$ cat config.mk
export PLATFORM = sky130hd
export DESIGN_NAME = aging_page_replacement_flat
export DESIGN_NICKNAME = d
export VERILOG_FILES = /design/src/apr_pkg.sv /design/src/apr_if.sv /design/src/apr_frame_ram.sv /design/src/apr_sweep_ctrl.sv /design/src/aging_page_replacement.sv /design/src/flat_wrapper.sv
export SDC_FILE = /design/constraint.sdc
export NUM_CORES = 2
export LEC_CHECK = 0
export BUFFER_PORTS_ARGS = -buffer_cell sky130_fd_sc_hd__buf_2
export CORE_MARGIN = 3
export CORE_UTILIZATION = 40
export DETAILED_ROUTE_END_ITERATION = 7
export HOLD_SLACK_MARGIN = 0.06
export PLACE_DENSITY = 0.65
export SLEW_MARGIN = 20
export SYNTH_ARGS = -nofsm -noshare
export SYNTH_HDL_FRONTEND = slang
export SYNTH_SLANG_ARGS = --single-unit
$ cat constraint.sdc
create_clock -name i_clk -period 5.1 [get_ports i_clk]
set_input_delay 0.255 -clock i_clk [delete_from_list [all_inputs] [get_ports i_clk]]
set_output_delay 0.255 -clock i_clk [all_outputs]
set_load 0.05 [all_outputs]
$ cat src/apr_pkg.sv
// ============================================================================
// apr_pkg - shared types and constants for the aging frame table
// Command codes, item layouts and default sizes used by the interfaces,
// the sweep controller and the top level.
// ============================================================================
package apr_pkg;

    // Default table geometry
    localparam int NUM_FRAMES_DEF = 64;
    localparam int AGE_BITS_DEF   = 32;

    // Fixed field widths of the command and result items
    localparam int CMD_W    = 2;
    localparam int SLOT_W   = 6;
    localparam int PID_W    = 8;
    localparam int START_W  = 32;
    localparam int VICTIM_W = 6;

    // Command codes
    typedef enum logic [CMD_W-1:0] {
        CMD_INSERT = 2'd0,
        CMD_ACCESS = 2'd1,
        CMD_TICK   = 2'd2,
        CMD_EVICT  = 2'd3
    } t_command;

    // Result status codes
    localparam logic STATUS_DONE  = 1'b0;
    localparam logic STATUS_EMPTY = 1'b1;

    // One command item
    typedef struct packed {
        logic [CMD_W-1:0]   command;
        logic [SLOT_W-1:0]  frame_slot;
        logic [PID_W-1:0]   process_id;
        logic [START_W-1:0] start_age;
    } t_cmd;

    // One result item
    typedef struct packed {
        logic                status;
        logic [VICTIM_W-1:0] victim_frame;
    } t_res;

endpackage

$ cat src/apr_if.sv
// ============================================================================
// apr_if - valid/ready channels of the aging frame table
// Command channel carries one operation per item; result channel carries
// the status and victim frame of that operation.
// ============================================================================
interface apr_cmd_if import apr_pkg::*; ();
    logic               valid;
    logic               ready;
    logic [CMD_W-1:0]   command;
    logic [SLOT_W-1:0]  frame_slot;
    logic [PID_W-1:0]   process_id;
    logic [START_W-1:0] start_age;

    modport source (output valid, command, frame_slot, process_id, start_age,
                    input ready);
    modport sink   (input valid, command, frame_slot, process_id, start_age,
                    output ready);
endinterface

interface apr_res_if import apr_pkg::*; ();
    logic                valid;
    logic                ready;
    logic                status;
    logic [VICTIM_W-1:0] victim_frame;

    modport source (output valid, status, victim_frame, input ready);
    modport sink   (input valid, status, victim_frame, output ready);
endinterface

$ cat src/apr_frame_ram.sv
// ============================================================================
// apr_frame_ram - frame table storage
// Simple dual-port synchronous RAM: one write port and one read port with a
// registered read (read-before-write on a collision).
// ============================================================================
module apr_frame_ram import apr_pkg::*; #(
    parameter int DEPTH = NUM_FRAMES_DEF,
    parameter int WIDTH = AGE_BITS_DEF + 10
) (
    input  logic                     i_clk,
    input  logic                     i_we,
    input  logic [$clog2(DEPTH)-1:0] i_waddr,
    input  logic [WIDTH-1:0]         i_wdata,
    input  logic                     i_re,
    input  logic [$clog2(DEPTH)-1:0] i_raddr,
    output logic [WIDTH-1:0]         o_rdata
);

    logic [WIDTH-1:0] mem [DEPTH];
    logic [WIDTH-1:0] r_rdata;

    // Write port
    always_ff @(posedge i_clk) begin
        if (i_we) begin
            mem[i_waddr] <= i_wdata;
        end
    end

    // Registered read port
    always_ff @(posedge i_clk) begin
        if (i_re) begin
            r_rdata <= mem[i_raddr];
        end
    end

    assign o_rdata = r_rdata;

endmodule

$ cat src/apr_sweep_ctrl.sv
// ============================================================================
// apr_sweep_ctrl - command sequencer of the aging frame table
// Runs the clearing pass after reset, then executes one command at a time:
// direct write for insert, read-modify-write for access, a pipelined sweep
// over all slots with write-back for aging tick and without it for evict.
// ============================================================================
module apr_sweep_ctrl import apr_pkg::*; #(
    parameter int NUM_FRAMES = NUM_FRAMES_DEF,
    parameter int AGE_BITS   = AGE_BITS_DEF
) (
    input  logic                          i_clk,
    input  logic                          i_rst_n,
    // command side
    input  logic                          i_cmd_valid,
    output logic                          o_cmd_ready,
    input  t_cmd                          i_cmd,
    // result side
    output logic                          o_res_valid,
    input  logic                          i_res_ready,
    output t_res                          o_res,
    // table RAM
    output logic                          o_mem_we,
    output logic [$clog2(NUM_FRAMES)-1:0] o_mem_waddr,
    output logic [AGE_BITS+9:0]           o_mem_wdata,
    output logic                          o_mem_re,
    output logic [$clog2(NUM_FRAMES)-1:0] o_mem_raddr,
    input  logic [AGE_BITS+9:0]           i_mem_rdata
);

    localparam int IDX_W   = $clog2(NUM_FRAMES);
    localparam int CNT_W   = $clog2(NUM_FRAMES + 1);
    localparam int WORD_W  = AGE_BITS + 10;
    // Word layout: {valid, referenced, owner, age}
    localparam int OWN_LSB = AGE_BITS;
    localparam int REF_BIT = AGE_BITS + PID_W;
    localparam int VAL_BIT = AGE_BITS + PID_W + 1;

    typedef enum logic [6:0] {
        S_CLEAR    = 7'b0000001,
        S_IDLE     = 7'b0000010,
        S_INSERT   = 7'b0000100,
        S_ACC_RD   = 7'b0001000,
        S_ACC_WR   = 7'b0010000,
        S_SWEEP    = 7'b0100000,
        S_EVICT_WR = 7'b1000000
    } t_state;

    // S_DONE is folded into the result hand-off flag below
    t_state              r_state, n_state;
    logic                r_done, n_done;
    logic [CNT_W-1:0]    r_idx, n_idx;
    logic                r_rd_v, n_rd_v;
    logic [IDX_W-1:0]    r_rd_idx, n_rd_idx;
    t_cmd                r_item, n_item;
    logic                r_found, n_found;
    logic [IDX_W-1:0]    r_best_idx, n_best_idx;
    logic [AGE_BITS-1:0] r_best_age, n_best_age;
    t_res                r_res, n_res;

    logic [IDX_W-1:0]    slot_idx;
    logic                in_slot_ok;
    logic                rd_valid;
    logic                rd_ref;
    logic [PID_W-1:0]    rd_owner;
    logic [AGE_BITS-1:0] rd_age;

    // Decode the item and the word read back
    assign slot_idx   = IDX_W'(r_item.frame_slot);
    assign in_slot_ok = 32'(i_cmd.frame_slot) < 32'(NUM_FRAMES);
    assign rd_valid   = i_mem_rdata[VAL_BIT];
    assign rd_ref     = i_mem_rdata[REF_BIT];
    assign rd_owner   = i_mem_rdata[REF_BIT-1:OWN_LSB];
    assign rd_age     = i_mem_rdata[AGE_BITS-1:0];

    assign o_cmd_ready = (r_state == S_IDLE) && !r_done;
    assign o_res_valid = r_done;
    assign o_res       = r_res;

    // Sequence the commands
    always_comb begin
        n_state     = r_state;
        n_done      = r_done;
        n_idx       = r_idx;
        n_rd_v      = 1'b0;
        n_rd_idx    = r_idx[IDX_W-1:0];
        n_item      = r_item;
        n_found     = r_found;
        n_best_idx  = r_best_idx;
        n_best_age  = r_best_age;
        n_res       = r_res;
        o_mem_we    = 1'b0;
        o_mem_waddr = slot_idx;
        o_mem_wdata = '0;
        o_mem_re    = 1'b0;
        o_mem_raddr = r_idx[IDX_W-1:0];

        case (r_state)
            S_CLEAR: begin
                // free every slot, one a cycle
                o_mem_we    = 1'b1;
                o_mem_waddr = r_idx[IDX_W-1:0];
                n_idx       = r_idx + 1'b1;
                if (r_idx == CNT_W'(NUM_FRAMES - 1)) begin
                    n_state = S_IDLE;
                end
            end
            S_IDLE: begin
                if (r_done) begin
                    if (i_res_ready) begin
                        n_done = 1'b0;
                    end
                end else if (i_cmd_valid) begin
                    n_item  = i_cmd;
                    n_idx   = '0;
                    n_found = 1'b0;
                    n_res   = '{status: STATUS_DONE, victim_frame: '0};
                    case (t_command'(i_cmd.command))
                        CMD_INSERT: begin
                            if (in_slot_ok) begin
                                n_state = S_INSERT;
                            end else begin
                                n_done = 1'b1;
                            end
                        end
                        CMD_ACCESS: begin
                            if (in_slot_ok) begin
                                n_state = S_ACC_RD;
                            end else begin
                                n_done = 1'b1;
                            end
                        end
                        default: begin
                            n_state = S_SWEEP;
                        end
                    endcase
                end
            end
            S_INSERT: begin
                o_mem_we    = 1'b1;
                o_mem_wdata = {1'b1, 1'b0, r_item.process_id,
                               AGE_BITS'(r_item.start_age)};
                n_state     = S_IDLE;
                n_done      = 1'b1;
            end
            S_ACC_RD: begin
                o_mem_re    = 1'b1;
                o_mem_raddr = slot_idx;
                n_state     = S_ACC_WR;
            end
            S_ACC_WR: begin
                // mark only a resident frame
                if (rd_valid) begin
                    o_mem_we    = 1'b1;
                    o_mem_wdata = i_mem_rdata | (WORD_W'(1) << REF_BIT);
                end
                n_state = S_IDLE;
                n_done  = 1'b1;
            end
            S_SWEEP: begin
                // issue the next read while the previous word is processed
                if (r_idx != CNT_W'(NUM_FRAMES)) begin
                    o_mem_re = 1'b1;
                    n_idx    = r_idx + 1'b1;
                    n_rd_v   = 1'b1;
                end else if (r_item.command == CMD_EVICT) begin
                    n_state = S_EVICT_WR;
                end else begin
                    n_state = S_IDLE;
                    n_done  = 1'b1;
                end
                if (r_rd_v) begin
                    if (r_item.command == CMD_EVICT) begin
                        if (rd_valid && (!r_found || rd_age < r_best_age)) begin
                            n_found    = 1'b1;
                            n_best_idx = r_rd_idx;
                            n_best_age = rd_age;
                        end
                    end else if (rd_valid && rd_owner == r_item.process_id) begin
                        // age: shift right, mark into the top bit, clear mark
                        o_mem_we    = 1'b1;
                        o_mem_waddr = r_rd_idx;
                        o_mem_wdata = {1'b1, 1'b0, rd_owner,
                                       rd_ref, rd_age[AGE_BITS-1:1]};
                    end
                end
            end
            S_EVICT_WR: begin
                if (r_found) begin
                    o_mem_we           = 1'b1;
                    o_mem_waddr        = r_best_idx;
                    n_res.victim_frame = VICTIM_W'(r_best_idx);
                end else begin
                    n_res.status = STATUS_EMPTY;
                end
                n_state = S_IDLE;
                n_done  = 1'b1;
            end
            default: begin
                n_state = S_IDLE;
            end
        endcase
    end

    // Control state
    always_ff @(posedge i_clk) begin
        if (!i_rst_n) begin
            r_state <= S_CLEAR;
            r_done  <= 1'b0;
            r_idx   <= '0;
            r_rd_v  <= 1'b0;
        end else begin
            r_state <= n_state;
            r_done  <= n_done;
            r_idx   <= n_idx;
            r_rd_v  <= n_rd_v;
        end
    end

    // Payload and sweep bookkeeping
    always_ff @(posedge i_clk) begin
        r_rd_idx   <= n_rd_idx;
        r_item     <= n_item;
        r_found    <= n_found;
        r_best_idx <= n_best_idx;
        r_best_age <= n_best_age;
        r_res      <= n_res;
    end

endmodule

$ cat src/aging_page_replacement.sv
// ============================================================================
// aging_page_replacement - aging (approximate LRU) frame table
// Top level: command/result channels, output register, sequencer and RAM.
// ============================================================================
// The table keeps, for every frame slot, a valid bit, a referenced mark, an
// 8-bit owner and an AGE_BITS aging counter in one synchronous RAM word. One
// command is worked at a time. Insert is a single write, access a read and
// then a write back through the single RAM port pair; aging tick and evict
// both sweep every slot through the RAM read port, one slot a cycle, with
// the write-back of the previous slot overlapped for a tick; evict then
// frees the chosen victim. After reset the block clears the table and holds
// ready low meanwhile. A finished result waits in an output register while
// the next item is taken.
module aging_page_replacement import apr_pkg::*; #(
    parameter int NUM_FRAMES = NUM_FRAMES_DEF,
    parameter int AGE_BITS   = AGE_BITS_DEF
) (
    input  logic         i_clk,
    input  logic         i_rst_n,
    apr_cmd_if.sink      i_cmd,
    apr_res_if.source    o_res
);

    localparam int IDX_W  = $clog2(NUM_FRAMES);
    localparam int WORD_W = AGE_BITS + 10;

    t_cmd              cmd_item;
    logic              cmd_ready;
    logic              res_valid;
    logic              res_ready;
    t_res              res_item;
    logic              mem_we;
    logic [IDX_W-1:0]  mem_waddr;
    logic [WORD_W-1:0] mem_wdata;
    logic              mem_re;
    logic [IDX_W-1:0]  mem_raddr;
    logic [WORD_W-1:0] mem_rdata;
    logic              r_out_valid;
    t_res              r_out;

    // Gather the command item
    assign cmd_item = '{command:    i_cmd.command,
                        frame_slot: i_cmd.frame_slot,
                        process_id: i_cmd.process_id,
                        start_age:  i_cmd.start_age};
    assign i_cmd.ready = cmd_ready;

    apr_sweep_ctrl #(
        .NUM_FRAMES (NUM_FRAMES),
        .AGE_BITS   (AGE_BITS)
    ) u_ctrl (
        .i_clk       (i_clk),
        .i_rst_n     (i_rst_n),
        .i_cmd_valid (i_cmd.valid),
        .o_cmd_ready (cmd_ready),
        .i_cmd       (cmd_item),
        .o_res_valid (res_valid),
        .i_res_ready (res_ready),
        .o_res       (res_item),
        .o_mem_we    (mem_we),
        .o_mem_waddr (mem_waddr),
        .o_mem_wdata (mem_wdata),
        .o_mem_re    (mem_re),
        .o_mem_raddr (mem_raddr),
        .i_mem_rdata (mem_rdata)
    );

    apr_frame_ram #(
        .DEPTH (NUM_FRAMES),
        .WIDTH (WORD_W)
    ) u_ram (
        .i_clk   (i_clk),
        .i_we    (mem_we),
        .i_waddr (mem_waddr),
        .i_wdata (mem_wdata),
        .i_re    (mem_re),
        .i_raddr (mem_raddr),
        .o_rdata (mem_rdata)
    );

    // Output register: load when empty or being drained
    assign res_ready = !r_out_valid || o_res.ready;

    always_ff @(posedge i_clk) begin
        if (!i_rst_n) begin
            r_out_valid <= 1'b0;
        end else if (res_valid && res_ready) begin
            r_out_valid <= 1'b1;
        end else if (o_res.ready) begin
            r_out_valid <= 1'b0;
        end
    end

    always_ff @(posedge i_clk) begin
        if (res_valid && res_ready) begin
            r_out <= res_item;
        end
    end

    assign o_res.valid        = r_out_valid;
    assign o_res.status       = r_out.status;
    assign o_res.victim_frame = r_out.victim_frame;

endmodule

$ cat src/flat_wrapper.sv
// flat-port wrapper written by rule: the top's interface ports become plain ports
module aging_page_replacement_flat import apr_pkg::*;
#(
    parameter int NUM_FRAMES = NUM_FRAMES_DEF,
    parameter int AGE_BITS   = AGE_BITS_DEF
)
  (i_clk, i_rst_n, i_cmd_valid, i_cmd_command, i_cmd_frame_slot, i_cmd_process_id, i_cmd_start_age, i_cmd_ready, o_res_valid, o_res_status, o_res_victim_frame, o_res_ready);
  apr_cmd_if i_cmd_i ();
  apr_res_if o_res_i ();
  input  logic i_clk;
  input  logic i_rst_n;
  input wire logic [$bits(i_cmd_i.valid)-1:0] i_cmd_valid;
  input wire logic [$bits(i_cmd_i.command)-1:0] i_cmd_command;
  input wire logic [$bits(i_cmd_i.frame_slot)-1:0] i_cmd_frame_slot;
  input wire logic [$bits(i_cmd_i.process_id)-1:0] i_cmd_process_id;
  input wire logic [$bits(i_cmd_i.start_age)-1:0] i_cmd_start_age;
  output wire logic [$bits(i_cmd_i.ready)-1:0] i_cmd_ready;
  output wire logic [$bits(o_res_i.valid)-1:0] o_res_valid;
  output wire logic [$bits(o_res_i.status)-1:0] o_res_status;
  output wire logic [$bits(o_res_i.victim_frame)-1:0] o_res_victim_frame;
  input wire logic [$bits(o_res_i.ready)-1:0] o_res_ready;
  assign i_cmd_i.valid = i_cmd_valid;
  assign i_cmd_i.command = i_cmd_command;
  assign i_cmd_i.frame_slot = i_cmd_frame_slot;
  assign i_cmd_i.process_id = i_cmd_process_id;
  assign i_cmd_i.start_age = i_cmd_start_age;
  assign i_cmd_ready = i_cmd_i.ready;
  assign o_res_valid = o_res_i.valid;
  assign o_res_status = o_res_i.status;
  assign o_res_victim_frame = o_res_i.victim_frame;
  assign o_res_i.ready = o_res_ready;
  aging_page_replacement #(.NUM_FRAMES(NUM_FRAMES), .AGE_BITS(AGE_BITS)) u_core (.i_clk(i_clk), .i_rst_n(i_rst_n), .i_cmd(i_cmd_i), .o_res(o_res_i));
endmodule
== Yosys cells after proc, flatten, opt, wreduce, memory -nomap -nowiden ==
Memories as Yosys holds them, arrays and structs flattened. A register that Yosys moved wholly into a read port is not among the register bits.
Index checks and enable logic that the tools add are counted.
Word-level totals
  bits in registers: 124
  latch bits: 0
  bits in writable memories: 2688
  bits in read-only memories: 0
  bits of input ports: 52
  output and inout bits: 9
  logic and storage cells: 118
  memories kept: 1
Cells by class
  add/sub/neg operators: 1
  $mul: 0
  divide/modulo/power cells: 0
  order comparisons: 1
  eq/ne operators: 23
  shift operators: 0
  muxes and demuxes: 48
  bitwise logic cells: 1
  reduce and logical (&&, ||, !) cells: 26
Memory list
  u_core.u_ram.mem: words 64, width 42, read ports 1, clocked after memory_dff 1, write ports 1, RTL line apr_frame_ram.sv:19  | logic [WIDTH-1:0] mem [DEPTH];
Operators by type and width (count)
  $mux W42: 4
  $pmux W42 S3: 1
  $mux W7: 8
  $mux W6: 6
  $lt A32 B32 Y1: 1
  $pmux W7 S4: 1
  $ne A2 B2 Y1 const B: 11
  $pmux W7 S3: 1
  $mux W1: 20
  $reduce_and A4 Y1: 5
  $pmux W6 S3: 1
  $eq A7 B6 Y1 const B: 2
  $pmux W7 S2: 1
  $pmux W6 S2: 1
  $eq A8 B8 Y1: 1
  $add A7 B1 Y7 const B: 1
  $eq A7 B1 Y1 const B: 1
  $eq A7 B2 Y1 const B: 1
  $eq A7 B3 Y1 const B: 1
  $eq A7 B4 Y1 const B: 1
  $eq A7 B5 Y1 const B: 1
  $eq A7 B7 Y1 const B: 1
  $ne A7 B7 Y1 const B: 1
  $reduce_and A3 Y1: 2
  16 further kinds: 26

== Depth between registers and ports, before layout ==
  word-level depth: 8
  depth in mapped cells: 15
  depth with buffers taken out: 9

== By module ==
From an unflattened synthesis, not the netlist that was laid out.
Second synthesis, totals
  cells, all modules: 4824
  area total of the unflattened synthesis: 109651.4 µm²
By module, submodules not included
  apr_frame_ram: instances 1, cells an instance 4352, area each 103770.8 µm², sequential area each 81978.6 µm²
  apr_sweep_ctrl: instances 1, cells an instance 460, area each 5612.9 µm², sequential area each 3263.1 µm²
  aging_page_replacement: instances 1, cells an instance 12, area each 267.8 µm², sequential area each 230.2 µm²

== Least setup slack after synthesis ==
OpenSTA, ideal clock, no wires.
  path kind: reg-to-reg
  from: register u_core.u_ctrl.r_state[0]
  to: memory u_core.u_ram.mem[0][0] (netlist name) (enable)
  setup time: 0.442 ns
  data arrival time: 4.880 ns
  data required time: 4.658 ns
  path slack: -0.221 ns
  cell stages (with the launch flop): 11
  buffers on the path: 3
  period minus slack after synthesis: 5.321 ns
  path through: dfxtp_1 -> buf_4 -> nor4_1 -> nand4bb_1 -> clkbuf_1 -> nor4_1 -> or3_1 -> or3_1 -> buf_1 -> nand4b_1 -> nor2_1
Between the ends
  cells in the longest elaborated chain, start to end: 5
  elaborated cells between the ends (all ways): 10
  classes of those cells: 5 x eq/ne; 4 x mux; 1 x reduce/logical
Ends and longest elaborated chain
  start: declaration: RTL line apr_sweep_ctrl.sv:49  | t_state r_state, n_state;
  start signal: assignment: RTL line apr_sweep_ctrl.sv:212  | r_state <= n_state;
  $eq A7 B1 Y1 / $eq A7 B3 Y1 (equally long branches): RTL line apr_sweep_ctrl.sv:97  | case (r_state)
  $reduce_or A2 Y1 (no source line)
  $pmux W1 S4: RTL line apr_sweep_ctrl.sv:97
  $mux W1: RTL line apr_frame_ram.sv:24  | if (i_we) begin
  $mux W1 (implied by the code): RTL line apr_frame_ram.sv:25  | mem[i_waddr] <= i_wdata;
  end: declaration: RTL line apr_frame_ram.sv:19
Several ways; a longest one is shown, not always the timed one.

== Worst setup path after layout ==
  from: register u_core.u_ctrl.r_state[6]
  to: register u_core.u_ram.r_rdata[8], in the netlist u_core.u_ram.o_rdata[8] (read register of u_core.u_ram.mem), data pin
Between the ends
  cells in the longest elaborated chain, start to end: 2
  elaborated cells between the ends (all ways): 4
  classes of those cells: 2 x eq/ne; 2 x mux
Ends and longest elaborated chain
  $eq A7 B6 Y1 / $eq A7 B4 Y1 (equally long branches): RTL line apr_sweep_ctrl.sv:97
  $pmux W1 S2 / $mux W6 (equally long branches): RTL line apr_sweep_ctrl.sv:97
  end: declaration: RTL line apr_frame_ram.sv:20  | logic [WIDTH-1:0] r_rdata;
Several ways; a longest one is shown, not always the timed one.
A chain may end at the register's enable or synchronous reset.

==> impl_metrics.tcl <==
set metrics [dict create \
    antenna_found_initial 17 \
    drive_above_1_share_pct 12.08 \
    pwr-share-clk_pct 37.8 \
    rsz0062_at_grt "no" \
    critPathRequiredTime_ns 5.67 \
    fin_skew_ns 0.04680 \
    hold_viol 0 \
    crit_fanout 71 \
    cts_num_sinks 2854 \
    grt_pass1_wl_um 498200 \
    worstRegToRegCells 9 \
    synth_warnings 0 \
    failed_checks "DRC" \
    max_slew.worst_pin.slew_ns 1.171 \
    status "complete, but fails checks" \
    gr-total-overflow 0 \
    cap_viol_max_count 0 \
    fmax_mhz 214.0 \
    root_buffer "clkbuf_16" \
    ys_types 69 \
    p_leak_nw 41.98 \
    synth_area_um2 113500 \
    cts_max_level 5 \
    drc 3 \
    cts_buffer_depth 4 \
    finalNonFillerCells 11750 \
    coreArea_um2 280800 \
    min_period_ns 4.674 \
    avgViaCountPerCell 6.194 \
    ys_seq_elements 2854 \
    ys.flop_type "edfxtp_1" \
    cts_tree "yes" \
    r2r-start "u_core.u_ctrl.r_state[6]" \
    ys_seq_area_share_pct 75.31 \
    internal_power_mw 40.38 \
    worstSetupEndpointType "flop" \
    track_usage_pct 23.13 \
    num_vias 72781 \
    dp.cells 11190 \
    switchingPower_mw 13.80 \
    slew_headroom_pct 21.63 \
    final-setup-viol-count 0 \
    start_kind "flop" \
    critical_path_class "reg2reg" \
    syn-num-nets 7705 \
    crit_path_start "u_core.u_ctrl.r_state[6]" \
    area_growth_pct 15.08 \
    finalNetCount 7896 \
    start_util_pct 40.41 \
    switching_share_pct 25.47 \
    die_h_um 538.7 \
    ant_nets 0 \
    synth-edff-count 2831 \
    place_area_um2 121000 \
    critPathArrivalTime_ns 5.24 \
    synthCells 7620 \
    gp_congestion 0.9608 \
    io_pins 61 \
    clkTransAtPathRegs_ns 0.06 \
    min_from "i_cmd_start_age[6]" \
    power.density_nw_per_um2 414.8 \
    grt_max_degree 169 \
    clock_latency_ns 0.87 \
    hpwl_um 198900 \
    hold_depth 2 \
    first_global_vias 69990 \
    wirelength_um 348300 \
    synth_async_sr_flop_share_pct 0 \
    ctsResizeCount 0 \
    die-area_um2 290200 \
    finalMaxSlewViolations 0 \
    p_seq_share_pct 48.9 \
    period_share_pct 91.64 \
    numCtsBuffers 282 \
    p_comb_share_pct 13.3 \
    io_buffers 60 \
    synth.avg_cell_area_um2 14.89 \
    fp.dieW_um 538.7 \
    ir_worst_vdd_v 0.0003231 \
    wl_per_cell_um 29.64 \
    drtIter0Drc 10929 \
    drt-pass1-iter-count 8 \
    hold_class "in2reg" \
    design_area_um2 130600 \
    std_cell_rows 194 \
]
## power by group through the flow
stage | Sequential [mW] | Clock [mW] | Combinational, mW
after floorplan | 27.0 | 0 | 4.30
after global placement | 27.0 | 0 | 6.92
after detailed placement | 27.0 | 0 | 7.05
after CTS | 26.5 | 20.7 | 7.11
after global routing | 26.6 | 21.6 | 7.66
final | 26.5 | 20.5 | 7.20
## critical path, cell delays in order (launching register included)
cell	delay, ns
dfxtp_1	0.40
or4b_1	0.74
o21ai_4	0.96
nand2_4	0.37
buf_12	0.32
a211oi_1	0.28
a2111oi_0	0.13
nor4_2	0.75
buf_4	0.23
nand4_1	0.10
## sequential cells by signal, summed over array words and instances, names as in the netlist, 6 cells and up
signal,count
u_core.u_ctrl.slot_idx,6
u_core.u_ctrl.r_best_age,32
u_core.u_ctrl.r_idx,7
u_core.u_ctrl.r_best_idx,6
u_core.o_res.victim_frame,6
u_core.u_ctrl.r_item,42
u_core.u_ctrl.r_rd_idx,6
u_core.u_ram.mem,2688
u_core.u_ctrl.r_state,7
u_core.u_ctrl.o_res,7
u_core.u_ram.o_rdata,42
## metrics by stage
step           util, %  setup TNS [ns]  hold WS, ns  total power, mW  worst slack, ns
3_5_place_dp     43.09               0       0.4172            34.06           0.3385
2_1_floorplan        -         -575.81       0.3329            31.26          -0.2213
4_1_cts          46.47               0      0.06212            54.28           0.2812
3_3_place_gp     43.08               0       0.4163            33.90           0.2146
6_report         46.51               0       0.1044            54.18           0.4262
5_1_grt          46.50               0      0.08817            55.79           0.1968
## kinds of logic (layout without fill, tap and decap cells)
group	Yosys count	in the layout	share of synthesized area (%)
AOI/OAI and AO/OA	1934	1934	11.17
xor gates and xnor gates	11	11	0.08489
adders and majority gates	33	33	0.3638
buffers and inverters	646	1049	2.289
DFF	2854	2854	75.31
muxes	396	396	3.667
other	0	3	0
and+or+nand+nor	1746	1746	7.110
## path summary, 6_finish.rpt
path / to / slack (ns)
worst min-delay path: u_core.u_ctrl.r_item[6] / 0.10
worst max register to register: u_core.u_ram.o_rdata[8] / 0.43
worst max-delay path: u_core.u_ram.o_rdata[8] / 0.43
worst min register to register: u_core.o_res.victim_frame[2] / 0.43
## cell usage in the layout (no fill, tap or decap), types with 15 or more instances in the layout
master and count:
mux2_1 145, ha_1 33, nand2_1 750, nand3_1 587, a32o_1 15, a211oi_1 93
nand2b_1 38, o22a_1 42, nand2_2 18, a32oi_1 175, o21ai_0 503, o21a_1 48
and3_1 116, a22oi_1 67, edfxtp_1 2831, a2111oi_0 99, clkbuf_1 64, buf_12 104
nor2_1 35, dlygate4sd3_1 57, clkinv_1 57, nand4_1 58, a31oi_1 165, inv_1 49
clkbuf_16 292, clkinv_2 42, nor2_4 66, a21boi_0 47, a2111o_1 72, mux2i_1 236
a21oi_1 480, bufinv_16 24, buf_4 276, a222oi_1 17, buf_2 60, dfxtp_1 23
a221oi_1 60
## cell type report
| type | instances | area (µm²) |
|---|---|---|
| flip-flops and latches | 2854 | 85470 |
| inverters | 55 | 207.7 |
| multi-input cells | 4120 | 26300 |
| clock inverters | 134 | 1285 |
| fillers | 23630 | 150200 |
| repair buffers | 498 | 5052 |
| well taps | 3724 | 4659 |
| diodes | 3 | 7.507 |
| clock buffers | 362 | 7630 |
## what timing repair did
action / in CTS / in global routing
hold buffers: 57 / 0
setup endpoints to repair: 0 / 25
endpoints found under the hold margin: 66 / 0
setup buffers: 0 / 4
## routing by layer
layer / track usage (%) / vias up / part of all wire, %
met3: 5.204 / 880 / 11
met5: 0 / - / 0.021
met4: 10.88 / 12 / 5.3
met1: 30.52 / 36783 / 37
li1: - / 30432 / -
met2: 36.39 / 4674 / 46
## cell usage after synthesis (49+ instances only)
cell type  instances  area, µm²
and3_1           117      732.0
a22oi_1           67      503.0
edfxtp_1        2831      85010
a221oi_1          60      525.5
clkbuf_1         484       1817
nand2_1          777       2917
nand4_1           58      362.9
a32oi_1          175       1533
a21oi_1          481       2407
a211oi_1          93      698.2
nor2_1           101      379.1
nand3_1          588       2943
a31oi_1          166       1039
a2111o_1          72      810.8
inv_1             54      202.7
o21a_1            49      367.9
o21ai_0          504       2522
mux2i_1          238       2382
mux2_1           145       1633
a2111oi_0        100      875.8
No activity file was read; power rests on OpenSTA's default activity.
